<file path="config.mk">
export PLATFORM = sky130hd
export DESIGN_NAME = triple_buffer_slot_manager_flat
export DESIGN_NICKNAME = d
export VERILOG_FILES = /design/src/design/tbsm_pkg.sv /design/src/design/tbsm_if.sv /design/src/design/triple_buffer_slot_manager.sv /design/src/design/tbsm_step.sv /design/src/flat_wrapper.sv
export SDC_FILE = /design/constraint.sdc
export NUM_CORES = 1
export LEC_CHECK = 0
export BUFFER_PORTS_ARGS = -buffer_cell sky130_fd_sc_hd__buf_4
export CAP_MARGIN = 20
export CORE_AREA = 2 2 66 68
export DETAILED_ROUTE_END_ITERATION = 8
export DIE_AREA = 0 0 68 70
export PLACE_DENSITY = 0.6
export SYNTH_ARGS = -nofsm -noshare
export SYNTH_HDL_FRONTEND = slang
export SYNTH_HIERARCHICAL = 1
export SYNTH_SLANG_ARGS = --single-unit
</file>
<file path="constraint.sdc">
create_clock -name clk -period 2 [get_ports clk]
set_clock_uncertainty 0.15 [all_clocks]
set_input_delay 0.5 -clock clk [delete_from_list [all_inputs] [get_ports clk]]
set_output_delay 0.5 -clock clk [all_outputs]
set_load 0.01 [all_outputs]
</file>
<file path="src/design/tbsm_pkg.sv">
// Shared types and codes for the triple buffer slot manager.
`default_nettype none

package tbsm_pkg;

	localparam int SLOT_W = 3;
	localparam int OP_W   = 2;

	typedef logic [OP_W-1:0]   opcode_t;
	typedef logic [SLOT_W-1:0] slot_idx_t;
	typedef logic [1:0]        slot_state_t;

	localparam opcode_t OP_CLAIM   = 2'd0;
	localparam opcode_t OP_COMMIT  = 2'd1;
	localparam opcode_t OP_ACQUIRE = 2'd2;
	localparam opcode_t OP_RELEASE = 2'd3;

	localparam slot_state_t ST_FREE      = 2'd0;
	localparam slot_state_t ST_WRITING   = 2'd1;
	localparam slot_state_t ST_PUBLISHED = 2'd2;
	localparam slot_state_t ST_READING   = 2'd3;

	typedef struct packed {
		logic      granted;
		slot_idx_t slot_out;
	} result_t;

endpackage

`default_nettype wire

</file>
<file path="src/design/tbsm_if.sv">
// Valid/ready channel interfaces for requests and responses.
`default_nettype none

interface tbsm_in_if;
	logic                 valid;
	logic                 ready;
	tbsm_pkg::opcode_t    opcode;
	tbsm_pkg::slot_idx_t  slot;

	modport source (output valid, output opcode, output slot, input ready);
	modport sink   (input valid, input opcode, input slot, output ready);
endinterface

interface tbsm_out_if;
	logic                 valid;
	logic                 ready;
	logic                 granted;
	tbsm_pkg::slot_idx_t  slot_out;

	modport source (output valid, output granted, output slot_out, input ready);
	modport sink   (input valid, input granted, input slot_out, output ready);
endinterface

`default_nettype wire

</file>
<file path="src/design/triple_buffer_slot_manager.sv">
// Top level of the triple buffer slot manager: request/response pipeline and slot state.
`default_nettype none

// Ownership tracker for SLOT_COUNT frame buffer slots shared by one producer
// and one consumer. Each request carries an opcode (claim, commit, acquire,
// release) and a slot index; each request produces exactly one response with
// a granted flag and a slot index (zero when not granted). Commit and release
// with a slot index at or beyond SLOT_COUNT change nothing and answer not
// granted. Throughput is one item per clock while the consumer does not
// stall. Each item passes through the request register and then the
// response register. The rate is set by the single read-modify-write of
// the slot state registers, which completes in the cycle an item leaves
// the request register, so the following item always sees the updated
// state. The response register holds a result while the consumer stalls,
// and the request register takes a new item whenever it is empty or
// draining.
module triple_buffer_slot_manager #(
	parameter int SLOT_COUNT = 3
) (
	input  wire       clk,
	input  wire       arst_n,
	tbsm_in_if.sink   req,
	tbsm_out_if.source rsp
);

	// Request stage.
	logic                valid_s1;
	tbsm_pkg::opcode_t   opcode_s1;
	tbsm_pkg::slot_idx_t slot_s1;

	// Slot ownership state.
	logic [SLOT_COUNT-1:0][1:0] slot_state_q;
	logic                       pub_valid_q;
	tbsm_pkg::slot_idx_t        pub_index_q;

	// Response register.
	logic              out_valid_q;
	tbsm_pkg::result_t result_q;

	// Step logic outputs.
	logic [SLOT_COUNT-1:0][1:0] slot_state_nxt;
	logic                       pub_valid_nxt;
	tbsm_pkg::slot_idx_t        pub_index_nxt;
	tbsm_pkg::result_t          result_nxt;

	logic advance;
	logic accept;

	// Advance the request stage when the response register is free or draining.
	assign advance   = valid_s1 && (!out_valid_q || rsp.ready);
	assign req.ready = !valid_s1 || advance;
	assign accept    = req.valid && req.ready;

	tbsm_step #(
		.SLOT_COUNT(SLOT_COUNT)
	) u_step (
		.opcode        (opcode_s1),
		.slot          (slot_s1),
		.state_cur     (slot_state_q),
		.pub_valid_cur (pub_valid_q),
		.pub_index_cur (pub_index_q),
		.state_nxt     (slot_state_nxt),
		.pub_valid_nxt (pub_valid_nxt),
		.pub_index_nxt (pub_index_nxt),
		.result        (result_nxt)
	);

	// Request stage valid: load on accept, drop when the item moves on.
	always_ff @(posedge clk or negedge arst_n) begin
		if (!arst_n) begin
			valid_s1 <= 1'b0;
		end else if (accept) begin
			valid_s1 <= 1'b1;
		end else if (advance) begin
			valid_s1 <= 1'b0;
		end
	end

	// Request payload: hold until a new item is accepted.
	always_ff @(posedge clk) begin
		if (accept) begin
			opcode_s1 <= req.opcode;
			slot_s1   <= req.slot;
		end
	end

	// Slot state: all free, nothing published after reset; update per item.
	always_ff @(posedge clk or negedge arst_n) begin
		if (!arst_n) begin
			slot_state_q <= '0;
			pub_valid_q  <= 1'b0;
			pub_index_q  <= '0;
		end else if (advance) begin
			slot_state_q <= slot_state_nxt;
			pub_valid_q  <= pub_valid_nxt;
			pub_index_q  <= pub_index_nxt;
		end
	end

	// Response valid: set on advance, clear once taken with nothing behind it.
	always_ff @(posedge clk or negedge arst_n) begin
		if (!arst_n) begin
			out_valid_q <= 1'b0;
		end else if (advance) begin
			out_valid_q <= 1'b1;
		end else if (rsp.ready) begin
			out_valid_q <= 1'b0;
		end
	end

	always_ff @(posedge clk) begin
		if (advance) begin
			result_q <= result_nxt;
		end
	end

	assign rsp.valid    = out_valid_q;
	assign rsp.granted  = result_q.granted;
	assign rsp.slot_out = result_q.slot_out;

endmodule

`default_nettype wire

</file>
<file path="src/design/tbsm_step.sv">
// Next-state and response logic for one slot manager operation.
`default_nettype none

module tbsm_step #(
	parameter int SLOT_COUNT = 3
) (
	input  wire tbsm_pkg::opcode_t                    opcode,
	input  wire tbsm_pkg::slot_idx_t                  slot,
	input  wire [SLOT_COUNT-1:0][1:0]                 state_cur,
	input  wire                                       pub_valid_cur,
	input  wire tbsm_pkg::slot_idx_t                  pub_index_cur,
	output logic [SLOT_COUNT-1:0][1:0]                state_nxt,
	output logic                                      pub_valid_nxt,
	output tbsm_pkg::slot_idx_t                       pub_index_nxt,
	output tbsm_pkg::result_t                         result
);

	localparam int IDX_W = (SLOT_COUNT > 1) ? $clog2(SLOT_COUNT) : 1;
	localparam logic [tbsm_pkg::SLOT_W:0] SLOT_LIMIT = (tbsm_pkg::SLOT_W+1)'(SLOT_COUNT);

	logic             free_found;
	logic [IDX_W-1:0] free_idx;
	logic             pub_ok;
	logic             slot_ok;
	logic [IDX_W-1:0] pub_idx;
	logic [IDX_W-1:0] slot_idx;

	assign pub_idx  = pub_index_cur[IDX_W-1:0];
	assign slot_idx = slot[IDX_W-1:0];
	assign pub_ok   = pub_valid_cur && ({1'b0, pub_index_cur} < SLOT_LIMIT);
	assign slot_ok  = {1'b0, slot} < SLOT_LIMIT;

	// Lowest free slot wins: scan downward so the last hit is the lowest.
	always_comb begin
		free_found = 1'b0;
		free_idx   = '0;
		for (int i = SLOT_COUNT - 1; i >= 0; i--) begin
			if (state_cur[i] == tbsm_pkg::ST_FREE) begin
				free_found = 1'b1;
				free_idx   = IDX_W'(i);
			end
		end
	end

	always_comb begin
		state_nxt     = state_cur;
		pub_valid_nxt = pub_valid_cur;
		pub_index_nxt = pub_index_cur;
		result        = '0;
		case (opcode)
			tbsm_pkg::OP_CLAIM: begin
				if (free_found) begin
					state_nxt[free_idx] = tbsm_pkg::ST_WRITING;
					result.granted      = 1'b1;
					result.slot_out     = tbsm_pkg::SLOT_W'(free_idx);
				end else if (pub_ok) begin
					// Reclaim the unread published frame.
					state_nxt[pub_idx] = tbsm_pkg::ST_WRITING;
					pub_valid_nxt      = 1'b0;
					result.granted     = 1'b1;
					result.slot_out    = pub_index_cur;
				end
			end
			tbsm_pkg::OP_COMMIT: begin
				if (slot_ok) begin
					if (pub_ok) begin
						state_nxt[pub_idx] = tbsm_pkg::ST_FREE;
					end
					state_nxt[slot_idx] = tbsm_pkg::ST_PUBLISHED;
					pub_valid_nxt       = 1'b1;
					pub_index_nxt       = slot;
					result.granted      = 1'b1;
					result.slot_out     = slot;
				end
			end
			tbsm_pkg::OP_ACQUIRE: begin
				if (pub_ok) begin
					state_nxt[pub_idx] = tbsm_pkg::ST_READING;
					pub_valid_nxt      = 1'b0;
					result.granted     = 1'b1;
					result.slot_out    = pub_index_cur;
				end
			end
			tbsm_pkg::OP_RELEASE: begin
				if (slot_ok && state_cur[slot_idx] == tbsm_pkg::ST_READING) begin
					state_nxt[slot_idx] = tbsm_pkg::ST_FREE;
					result.granted      = 1'b1;
					result.slot_out     = slot;
				end
			end
			default: begin
				result = '0;
			end
		endcase
	end

endmodule

`default_nettype wire
</file>
<file path="src/flat_wrapper.sv">
// flat-port wrapper written by rule: the top's interface ports become plain ports
module triple_buffer_slot_manager_flat 
#(
	parameter int SLOT_COUNT = 3
)
  (clk, arst_n, req_valid, req_opcode, req_slot, req_ready, rsp_valid, rsp_granted, rsp_slot_out, rsp_ready);
  tbsm_in_if req_i ();
  tbsm_out_if rsp_i ();
  input  wire clk;
  input  wire arst_n;
  input wire logic [$bits(req_i.valid)-1:0] req_valid;
  input wire logic [$bits(req_i.opcode)-1:0] req_opcode;
  input wire logic [$bits(req_i.slot)-1:0] req_slot;
  output wire logic [$bits(req_i.ready)-1:0] req_ready;
  output wire logic [$bits(rsp_i.valid)-1:0] rsp_valid;
  output wire logic [$bits(rsp_i.granted)-1:0] rsp_granted;
  output wire logic [$bits(rsp_i.slot_out)-1:0] rsp_slot_out;
  input wire logic [$bits(rsp_i.ready)-1:0] rsp_ready;
  assign req_i.valid = req_valid;
  assign req_i.opcode = req_opcode;
  assign req_i.slot = req_slot;
  assign req_ready = req_i.ready;
  assign rsp_valid = rsp_i.valid;
  assign rsp_granted = rsp_i.granted;
  assign rsp_slot_out = rsp_i.slot_out;
  assign rsp_i.ready = rsp_ready;
  triple_buffer_slot_manager #(.SLOT_COUNT(SLOT_COUNT)) u_core (.clk(clk), .arst_n(arst_n), .req(req_i), .rsp(rsp_i));
endmodule
</file>
==> results of run 1 <==
[how the worst max path moves through the flow]
stage                                                 start                                  to  slack, ns  depth (start not counted)
final                     u_core/pub_index_q[2]$_DFFE_PN0P_  u_core/slot_state_q[0]$_DFFE_PN0P_      -0.01                          5
after global routing      u_core/pub_index_q[2]$_DFFE_PN0P_  u_core/slot_state_q[0]$_DFFE_PN0P_      -0.06                          5
after global placement    u_core/pub_index_q[1]$_DFFE_PN0P_  u_core/slot_state_q[0]$_DFFE_PN0P_       0.06                          5
after floorplan           u_core/pub_index_q[1]$_DFFE_PN0P_  u_core/slot_state_q[0]$_DFFE_PN0P_      0.006                          5
after CTS                 u_core/pub_index_q[1]$_DFFE_PN0P_  u_core/slot_state_q[0]$_DFFE_PN0P_      -0.01                          5
after detailed placement  u_core/pub_index_q[1]$_DFFE_PN0P_  u_core/slot_state_q[0]$_DFFE_PN0P_       0.02                          5
[flip-flops by register name, summed over array words and instances, names as in the netlist]
signal,flops
u_core/rsp.granted,1
u_core/pub_index_q,3
u_core/opcode_s1,2
u_core/slot_s1,3
u_core/slot_state_q,6
u_core/rsp.valid,1
u_core/rsp.slot_out,3
u_core/pub_valid_q,1
u_core/valid_s1,1
[layout make-up]
type / instances / area share, %
inverters: 7 / 1.58
repair buffers: 28 / 12.8
flip-flops and latches: 21 / 34.4
multi-input cells: 97 / 44.3
clock buffers: 3 / 2.49
well taps: 52 / 3.92
clock inverters: 1 / 0.452
[kinds of logic after synthesis]
kind of cell,count (synthesis)
compound gates,43
simple gates,41
flops,21
buf+inv,14
mux,12
other cells,1
[routing by layer]
metal | track usage (%) | routed length (um) | share of wire, %
met3 | 3.86 | 164 | 5.1
met2 | 23.9 | 1570 | 49
met4 | 5.11 | 45 | 1.4
met5 | 0 | 0 | 0
met1 | 18.9 | 1400 | 44
[metrics by stage]
stage / hold WS (ns) / power (mW)
2_1_floorplan: 0.0544 / 1.16
3_3_place_gp: 0.202 / 1.33
3_5_place_dp: 0.207 / 1.36
4_1_cts: 0.239 / 1.66
5_1_grt: 0.235 / 1.78
6_report: 0.250 / 1.66
[repair_timing]
action / 4_1_cts / 5_1_grt
endpoints found under the setup margin: 1 / 3
endpoints found under the hold margin: 12 / 0
pin swaps: 0 / 3
gates resized for setup: 0 / 1
buffers inserted: 0 / 2
hold buffers: 1 / 0
[placed cells by master (no fill, tap or decap), types with 2 or more instances in the layout]
master / count
nand2b_1: 2
nand3_1: 2
and2_1: 2
o22ai_1: 2
o21ai_0: 10
o221ai_1: 2
clkbuf_8: 3
inv_1: 7
mux2_4: 9
a22oi_1: 2
dfrtp_1: 12
nand4_1: 2
nand2_1: 3
nor3_1: 6
buf_4: 27
a21oi_1: 11
a211oi_1: 2
mux2_2: 3
nor2_1: 8
edfxtp_1: 9
[critical path, stage by stage (launching register included)]
cell and delay, ns:
dfrtp_1 0.38, or4b_4 0.54, a211oi_2 0.22, nor3_1 0.06, a311o_1 0.28, mux2_4 0.27
[power groups by stage]
stage | Combinational (mW) | Clock (mW) | Sequential (mW)
2_1_floorplan | 0.483 | 0 | 0.678
3_3_place_gp | 0.647 | 0 | 0.681
3_5_place_dp | 0.669 | 0 | 0.687
4_1_cts | 0.678 | 0.305 | 0.680
5_1_grt | 0.761 | 0.324 | 0.699
6_report | 0.691 | 0.291 | 0.683
==> results.sh, run 1 <==
export IMPL_outcome="finished, violations left"
export IMPL_violations="negative setup slack"
export IMPL_grt_antenna_before_repair=0
export IMPL_initial_utilization_pct=33.4
export IMPL_p_int_mw=1.07
export IMPL_synth_area_per_cell_um2=10.5
export IMPL_p_clk_share_pct=17.5
export IMPL_synthMuxAreaShare_pct=12.2
export IMPL_drtIter0Drc=62
export IMPL_rows=24
export IMPL_critPathLaunchType="flop"
export IMPL_synth_cell_types=53
export IMPL_io_pins=15
export IMPL_grt_setup_unrepaired="yes"
export IMPL_die_area_um2=4760
export IMPL_rr_startpoint="u_core/pub_index_q[2]$_DFFE_PN0P_"
export IMPL_clock_sinks=21
export IMPL_design_area_um2=1660
export IMPL_yosys_cell_count_top_type="dfrtp_1"
export IMPL_cts_buffers=3
export IMPL_ys_warn_count=6
export IMPL_fin_nets=167
export IMPL_io_buffers=14
export IMPL_synth_seq_cells=21
export IMPL_reg2regPathDepth=5
export IMPL_grt_util_all_layers_pct=14.9
export IMPL_syn_to_final_growth_pct=19.9
export IMPL_synth_top_area_share_pct=21.7
export IMPL_hpwl_um=2310
export IMPL_die_w_um=68
export IMPL_comb_power_share_pct=41.5
export IMPL_syn_nets=141
export IMPL_setup_tns_ns=-0.0121
export IMPL_setup_ws_ns=-0.0121
export IMPL_fillers=407
export IMPL_wirelength_um=3190
export IMPL_slew_viol_final=0
export IMPL_p_switching_mw=0.591
export IMPL_htree_levels=1
export IMPL_worstHoldPathCells=1
export IMPL_cap_violations=0
export IMPL_synth_top_area_cell="dfrtp_1"
export IMPL_cp_arrival_ns=2.02
export IMPL_cts_buffer_depth=2
export IMPL_end_kind="flop"
export IMPL_synth_compound_area_share_pct=21.3
export IMPL_synth_ff_type="dfrtp_1"
export IMPL_antenna_left=0
export IMPL_hold_violations=0
export IMPL_hold_class="in -> reg"
export IMPL_wl_per_cell_um=15.3
export IMPL_post_place_cells=202
export IMPL_core_area_um2=4140
export IMPL_dr_pass1_iters=4
export IMPL_holdCritStartpoint="req_opcode[0]"
export IMPL_netlist_area_um2=1380
export IMPL_synth_simple_area_share_pct=18.9
export IMPL_synthAdderAreaFrac_pct=0
export IMPL_postPlaceCellArea_um2=1580
export IMPL_insertion_delay_ns=0.27
export IMPL_path_class="reg -> reg"
export IMPL_fin_cells=209
export IMPL_fin_crit_sh_pct=101
export IMPL_antenna_cells=0
export IMPL_grt_max_degree=18
export IMPL_pre_cts_slack_ns=0.0161
export IMPL_r2r_end="u_core/slot_state_q[0]$_DFFE_PN0P_"
export IMPL_viasPerCell=5.55
export IMPL_syn_inst=132
export IMPL_cts_tree="done"
export IMPL_clkTransAtPathRegs_ns=0.08
export IMPL_layout_drive_gt1_share_pct=34.4
export IMPL_root_buffer="clkbuf_8"
export IMPL_async_flop_share_pct=57.1
export IMPL_synthXorXnorAreaFrac_pct=0
export IMPL_num_vias=1159
export IMPL_die_h_um=70
export IMPL_final_seq_area_um2=571
export IMPL_place_congestion=0.889
export IMPL_finalSetupViolCount=1
export IMPL_powerDensity_nw_per_um2=1000
export IMPL_grt_overflow_total=0
export IMPL_peakVddDrop_v=0.000419
export IMPL_sw_frac_of_total_pct=35.5
export IMPL_cp_max_fo=2
export IMPL_reg2reg_slack_ns=-0.01
export IMPL_grt_pass1_wl_um=5400
export IMPL_seqPwrFrac_pct=41.0
export IMPL_period_needed_ns=2.01
export IMPL_hold_path_endpoint="u_core/opcode_s1[0]$_DFFE_PP_"
export IMPL_synth_edff_count=9
export IMPL_power_leakage_nw=0.686
export IMPL_multi_input_area_um2=736
export IMPL_synth_seq_area_share_pct=41.2
export IMPL_drc=0
export IMPL_cp_data_required_time_ns=2.01
export IMPL_synth_top_cells_by_area="dfrtp_1, edfxtp_1, mux2_4"
export IMPL_synth_top_family_by_area="compound AO/OA/AOI/OAI gates"
export IMPL_fmax_ghz=0.497
export IMPL_grt_pass1_vias=1121
export IMPL_synthTopCellsByCount="dfrtp_1, a21oi_1, o21ai_0"
export IMPL_final_util_pct=40.0
No activity file was read; power rests on OpenSTA's default activity.
==> inputs of run 2 (changes only) <==
- CTS_BUF_LIST: not set -> sky130_fd_sc_hd__clkbuf_8
- MAX_ROUTING_LAYER: not set -> met4
==> results.sh, run 2 (synthesis results as in run 1) <==
export IMPL_cp_max_fo=2
export IMPL_die_w_um=68
export IMPL_grt_util_all_layers_pct=15.4
export IMPL_antenna_left=0
export IMPL_io_buffers=14
export IMPL_critPathLaunchType="flop"
export IMPL_finalSetupViolCount=0
export IMPL_hpwl_um=2380
export IMPL_insertion_delay_ns=0.26
export IMPL_fin_nets=166
export IMPL_period_needed_ns=1.96
export IMPL_final_cell_mix="buf_4, dfrtp_1, a21oi_1"
export IMPL_die_h_um=70
export IMPL_drc=0
export IMPL_peakVddDrop_v=0.000438
export IMPL_rows=24
export IMPL_cts_buffer_depth=2
export IMPL_grt_overflow_total=0
export IMPL_fin_crit_sh_pct=98.1
export IMPL_num_vias=1147
export IMPL_drtIter0Drc=108
export IMPL_power_leakage_nw=0.689
export IMPL_grt_pass1_wl_um=5390
export IMPL_place_congestion=0.881
export IMPL_cp_arrival_ns=1.96
export IMPL_fin_cells=208
export IMPL_powerDensity_nw_per_um2=996
export IMPL_dr_pass1_iters=4
export IMPL_grt_antenna_before_repair=0
export IMPL_io_pins=15
export IMPL_antenna_cells=0
export IMPL_cap_violations=0
export IMPL_layout_drive_gt1_share_pct=34.6
export IMPL_cp_data_required_time_ns=2.00
export IMPL_viasPerCell=5.51
export IMPL_htree_levels=1
export IMPL_slew_viol_final=0
export IMPL_p_total_mw=1.65
export IMPL_wl_per_cell_um=15.6
export IMPL_fmax_ghz=0.510
export IMPL_grt_setup_unrepaired="yes"
export IMPL_core_area_um2=4140
export IMPL_hold_violations=0
export IMPL_cts_setup_buffers=0
export IMPL_cts_buffers=3
export IMPL_grt_pass1_vias=1119
export IMPL_path_class="reg -> reg"
export IMPL_outcome="completed"
export IMPL_post_place_cells=203
export IMPL_largest_reg_flops=6
export IMPL_wirelength_um=3240
export IMPL_cts_tree="done"
export IMPL_clock_sinks=21
export IMPL_die_area_um2=4760
export IMPL_root_buffer="clkbuf_8"
export IMPL_final_common_cell="buf_4"
export IMPL_hold_class="in -> reg"
export IMPL_syn_to_final_growth_pct=19.8
export IMPL_end_kind="flop"
export IMPL_initial_utilization_pct=33.4
export IMPL_top_register="u_core/slot_state_q"
export IMPL_grt_max_degree=18
export IMPL_clkTransAtPathRegs_ns=0.08
## run 2: power by group
group | switching (mW) | internal (mW) | total [mW] | leakage, nW
combinational | 0.316 | 0.379 | 0.695 | 0.430
sequential | 0.129 | 0.553 | 0.682 | 0.232
clock | 0.138 | 0.137 | 0.275 | 0.0269
## run 2: timing repair
action / in CTS / in global routing
hold endpoints to repair: 12 / 0
setup endpoints to repair: 1 / 2
pin swaps: 3 / 1
hold buffers: 1 / 0
gates cloned: 0 / 0
resized for setup: 1 / 2
## run 2: path summary, 6_finish.rpt
check                                                          end  depth (start not counted)                         startpoint  slack (ns)
worst max-delay path            u_core/slot_state_q[0]$_DFFE_PN0P_                          5  u_core/pub_index_q[0]$_DFFE_PN0P_        0.04
worst max register to register  u_core/slot_state_q[0]$_DFFE_PN0P_                          5  u_core/pub_index_q[0]$_DFFE_PN0P_        0.04
min in group asynchronous       u_core/slot_state_q[4]$_DFFE_PN0P_                          2                             arst_n        0.46
worst min register to register        u_core/rsp.valid$_DFFE_PN0P_                          1        u_core/valid_s1$_DFFE_PN0P_        0.40
max in group asynchronous        u_core/pub_index_q[0]$_DFFE_PN0P_                          2                             arst_n        1.08
worst min-delay path                 u_core/opcode_s1[0]$_DFFE_PP_                          1                      req_opcode[0]        0.26
## run 2: cell type report
cell class                      count  area, um^2
Clock buffer                        3        41.3
Clock inverter                      1        3.75
Fill cell                         413        2490
Inverter                            7        26.3
Multi-Input combinational cell     97         746
Sequential cell                    21         571
Tap cell                           52        65.1
Timing Repair Buffer               27         205
## run 2: critical path, cell delays in order, from the launching register on
cell and delay [ns]:
dfrtp_1 0.38, or4b_4 0.54, a211oi_2 0.18, nor3_2 0.06
a311o_1 0.27, mux2_4 0.27
## run 2: per-stage QoR
stage	worst slack [ns]	utilization, %	setup TNS, ns	hold WS [ns]	cell area [um^2]
after floorplan	0.00637	-	0	0.0544	1380
after global placement	0.0566	38.3	0	0.201	1590
after detailed placement	-0.00161	38.3	-0.00161	0.205	1590
after CTS	-0.0161	39.7	-0.0161	0.259	1650
after global routing	-0.0388	40.0	-0.0388	0.248	1660
final	0.0379	40.0	0	0.263	1660
## run 2: layer usage
layer	vias to the layer above	global-route usage [%]	routed length [um]
met5	-	-	0
li1	549	-	-
met2	29	23.7	1610
met4	0	4.89	35
met3	5	3.54	163
met1	564	19.8	1430
==> inputs of run 3 (changes only) <==
- clock period: 2 -> 1.7 ns (I/O delays scaled with it)
==> results.sh, run 3 (synthesis results as in run 1) <==
export IMPL_outcome="finished, violations left"
export IMPL_violations="negative setup slack"
export IMPL_clock_sinks=21
export IMPL_finalSetupViolCount=12
export IMPL_grt_util_all_layers_pct=16.5
export IMPL_grt_pass1_wl_um=5840
export IMPL_cp_max_fo=2
export IMPL_period_needed_ns=1.99
export IMPL_io_buffers=14
export IMPL_cts_buffers=3
export IMPL_comb_power_share_pct=52.4
export IMPL_rr_startpoint="u_core/pub_index_q[0]$_DFFE_PN0P_"
export IMPL_wl_per_cell_um=16.2
export IMPL_reg2regPathDepth=5
export IMPL_slew_viol_final=0
export IMPL_die_area_um2=4760
export IMPL_final_util_pct=48.9
export IMPL_hpwl_um=2560
export IMPL_grt_max_degree=15
export IMPL_cts_tree="done"
export IMPL_reg2reg_slack_ns=-0.29
export IMPL_grt_setup_unrepaired="yes"
export IMPL_hold_class="in -> reg"
export IMPL_place_congestion=0.923
export IMPL_design_area_um2=2030
export IMPL_top_register="u_core/slot_state_q"
export IMPL_powerDensity_nw_per_um2=1140
export IMPL_power_leakage_nw=0.834
export IMPL_hold_path_endpoint="u_core/opcode_s1[0]$_DFFE_PP_"
export IMPL_die_h_um=70
export IMPL_final_cell_mix="buf_4, mux2_4, buf_6, dfrtp_1, edfxtp_1"
export IMPL_core_area_um2=4140
export IMPL_fin_crit_sh_pct=117
export IMPL_rows=24
export IMPL_cts_buffer_depth=2
export IMPL_insertion_delay_ns=0.27
export IMPL_drc=0
export IMPL_cap_violations=0
export IMPL_drtIter0Drc=111
export IMPL_antenna_cells=0
export IMPL_wirelength_um=3690
export IMPL_worstHoldPathCells=1
export IMPL_grt_pass1_vias=1261
export IMPL_cp_arrival_ns=2.00
export IMPL_final_common_cell="buf_4"
export IMPL_root_buffer="clkbuf_8"
export IMPL_viasPerCell=5.49
export IMPL_antenna_left=0
export IMPL_grt_antenna_before_repair=0
export IMPL_fmax_ghz=0.501
export IMPL_critPathLaunchType="flop"
export IMPL_num_vias=1246
export IMPL_io_pins=15
export IMPL_syn_to_final_growth_pct=46.4
export IMPL_p_switching_mw=0.851
export IMPL_p_total_mw=2.31
export IMPL_postPlaceCellArea_um2=1720
export IMPL_p_int_mw=1.46
export IMPL_initial_utilization_pct=33.4
export IMPL_peakVddDrop_v=0.000448
export IMPL_setup_ws_ns=-0.295
export IMPL_layout_drive_gt1_share_pct=57.1
export IMPL_htree_levels=1
export IMPL_hold_violations=0
export IMPL_sw_frac_of_total_pct=36.8
export IMPL_largest_reg_flops=6
export IMPL_path_class="reg -> reg"
export IMPL_fin_nets=185
export IMPL_cp_data_required_time_ns=1.71
export IMPL_seqPwrFrac_pct=33.1
export IMPL_end_kind="flop"
export IMPL_holdCritStartpoint="req_opcode[0]"
export IMPL_clkTransAtPathRegs_ns=0.08
export IMPL_dr_pass1_iters=4
export IMPL_grt_overflow_total=0
export IMPL_die_w_um=68
export IMPL_p_clk_share_pct=14.5
export IMPL_r2r_end="u_core/slot_state_q[0]$_DFFE_PN0P_"
## run 3: changes by cell type in the layout (fill, tap and decap cells not counted), moves of 3 or more
cell,delta
a21oi_1,-6
nor2_4,+4
mux2_4,+3
mux2_2,-3
o21ai_0,-7
o21ai_1,+6
nor2_1,-4
buf_6,+10
a21oi_2,+5
buf_4,+9
## run 3: how the worst max path moves through the flow
stage                                      start                                  to  slack, ns  depth (start not counted)
4_1_cts        u_core/pub_index_q[2]$_DFFE_PN0P_  u_core/slot_state_q[0]$_DFFE_PN0P_      -0.30                          5
5_1_grt        u_core/pub_index_q[1]$_DFFE_PN0P_  u_core/slot_state_q[0]$_DFFE_PN0P_      -0.33                          5
2_1_floorplan  u_core/pub_index_q[2]$_DFFE_PN0P_  u_core/slot_state_q[0]$_DFFE_PN0P_      -0.29                          5
6_report       u_core/pub_index_q[0]$_DFFE_PN0P_  u_core/slot_state_q[0]$_DFFE_PN0P_      -0.29                          5
3_5_place_dp   u_core/pub_index_q[2]$_DFFE_PN0P_  u_core/slot_state_q[0]$_DFFE_PN0P_      -0.29                          5
3_3_place_gp   u_core/pub_index_q[2]$_DFFE_PN0P_  u_core/slot_state_q[0]$_DFFE_PN0P_      -0.25                          5
## run 3: timing repair
action,4_1_cts,5_1_grt
hold buffers,1,0
endpoints found under the hold margin,12,0
setup buffers,0,2
gates resized for setup,33,27
setup endpoints to repair,11,13
pin swaps,15,16
## run 3: layout make-up
cell class	instances	area, um^2
Tap cell	52	65.1
Timing Repair Buffer	46	385
Inverter	7	26.3
Multi-Input combinational cell	97	931
Sequential cell	21	573
Fill cell	377	2120
Clock inverter	1	3.75
Clock buffer	3	41.3
## run 3: power by group through the flow
stage / registers [mW] / clock network [mW] / logic (mW)
after floorplan: 0.797 / 0 / 0.568
after global placement: 0.758 / 0 / 0.938
after detailed placement: 0.765 / 0 / 0.961
after CTS: 0.759 / 0.344 / 1.10
after global routing: 0.779 / 0.367 / 1.30
final: 0.767 / 0.334 / 1.21
## run 3: metal layers
metal | GRT usage, % | vias to the layer above | share of wire [%]
met5 | - | - | 0
met4 | 6.44 | 0 | 2.1
met3 | 2.74 | 7 | 3.0
met2 | 25.6 | 25 | 52
met1 | 21.2 | 626 | 43
li1 | - | 588 | -
## run 3: worst max-delay path, cell delays in order, from the launching register on
cell      delay (ns)
dfrtp_1         0.40
or4b_4          0.53
a211oi_2        0.21
nor3_1          0.07
a311o_1         0.28
mux2_4          0.27
## run 3: stage by stage
stage	hold slack (ns)	std cells	setup slack (ns)	TNS (ns)
detailed placement	0.126	221	-0.294	-1.33
finish	0.175	227	-0.295	-1.13
global route	0.165	227	-0.327	-1.70
floorplan	-0.0206	132	-0.287	-0.467
global placement	0.121	221	-0.253	-1.07
CTS	0.172	226	-0.296	-0.900
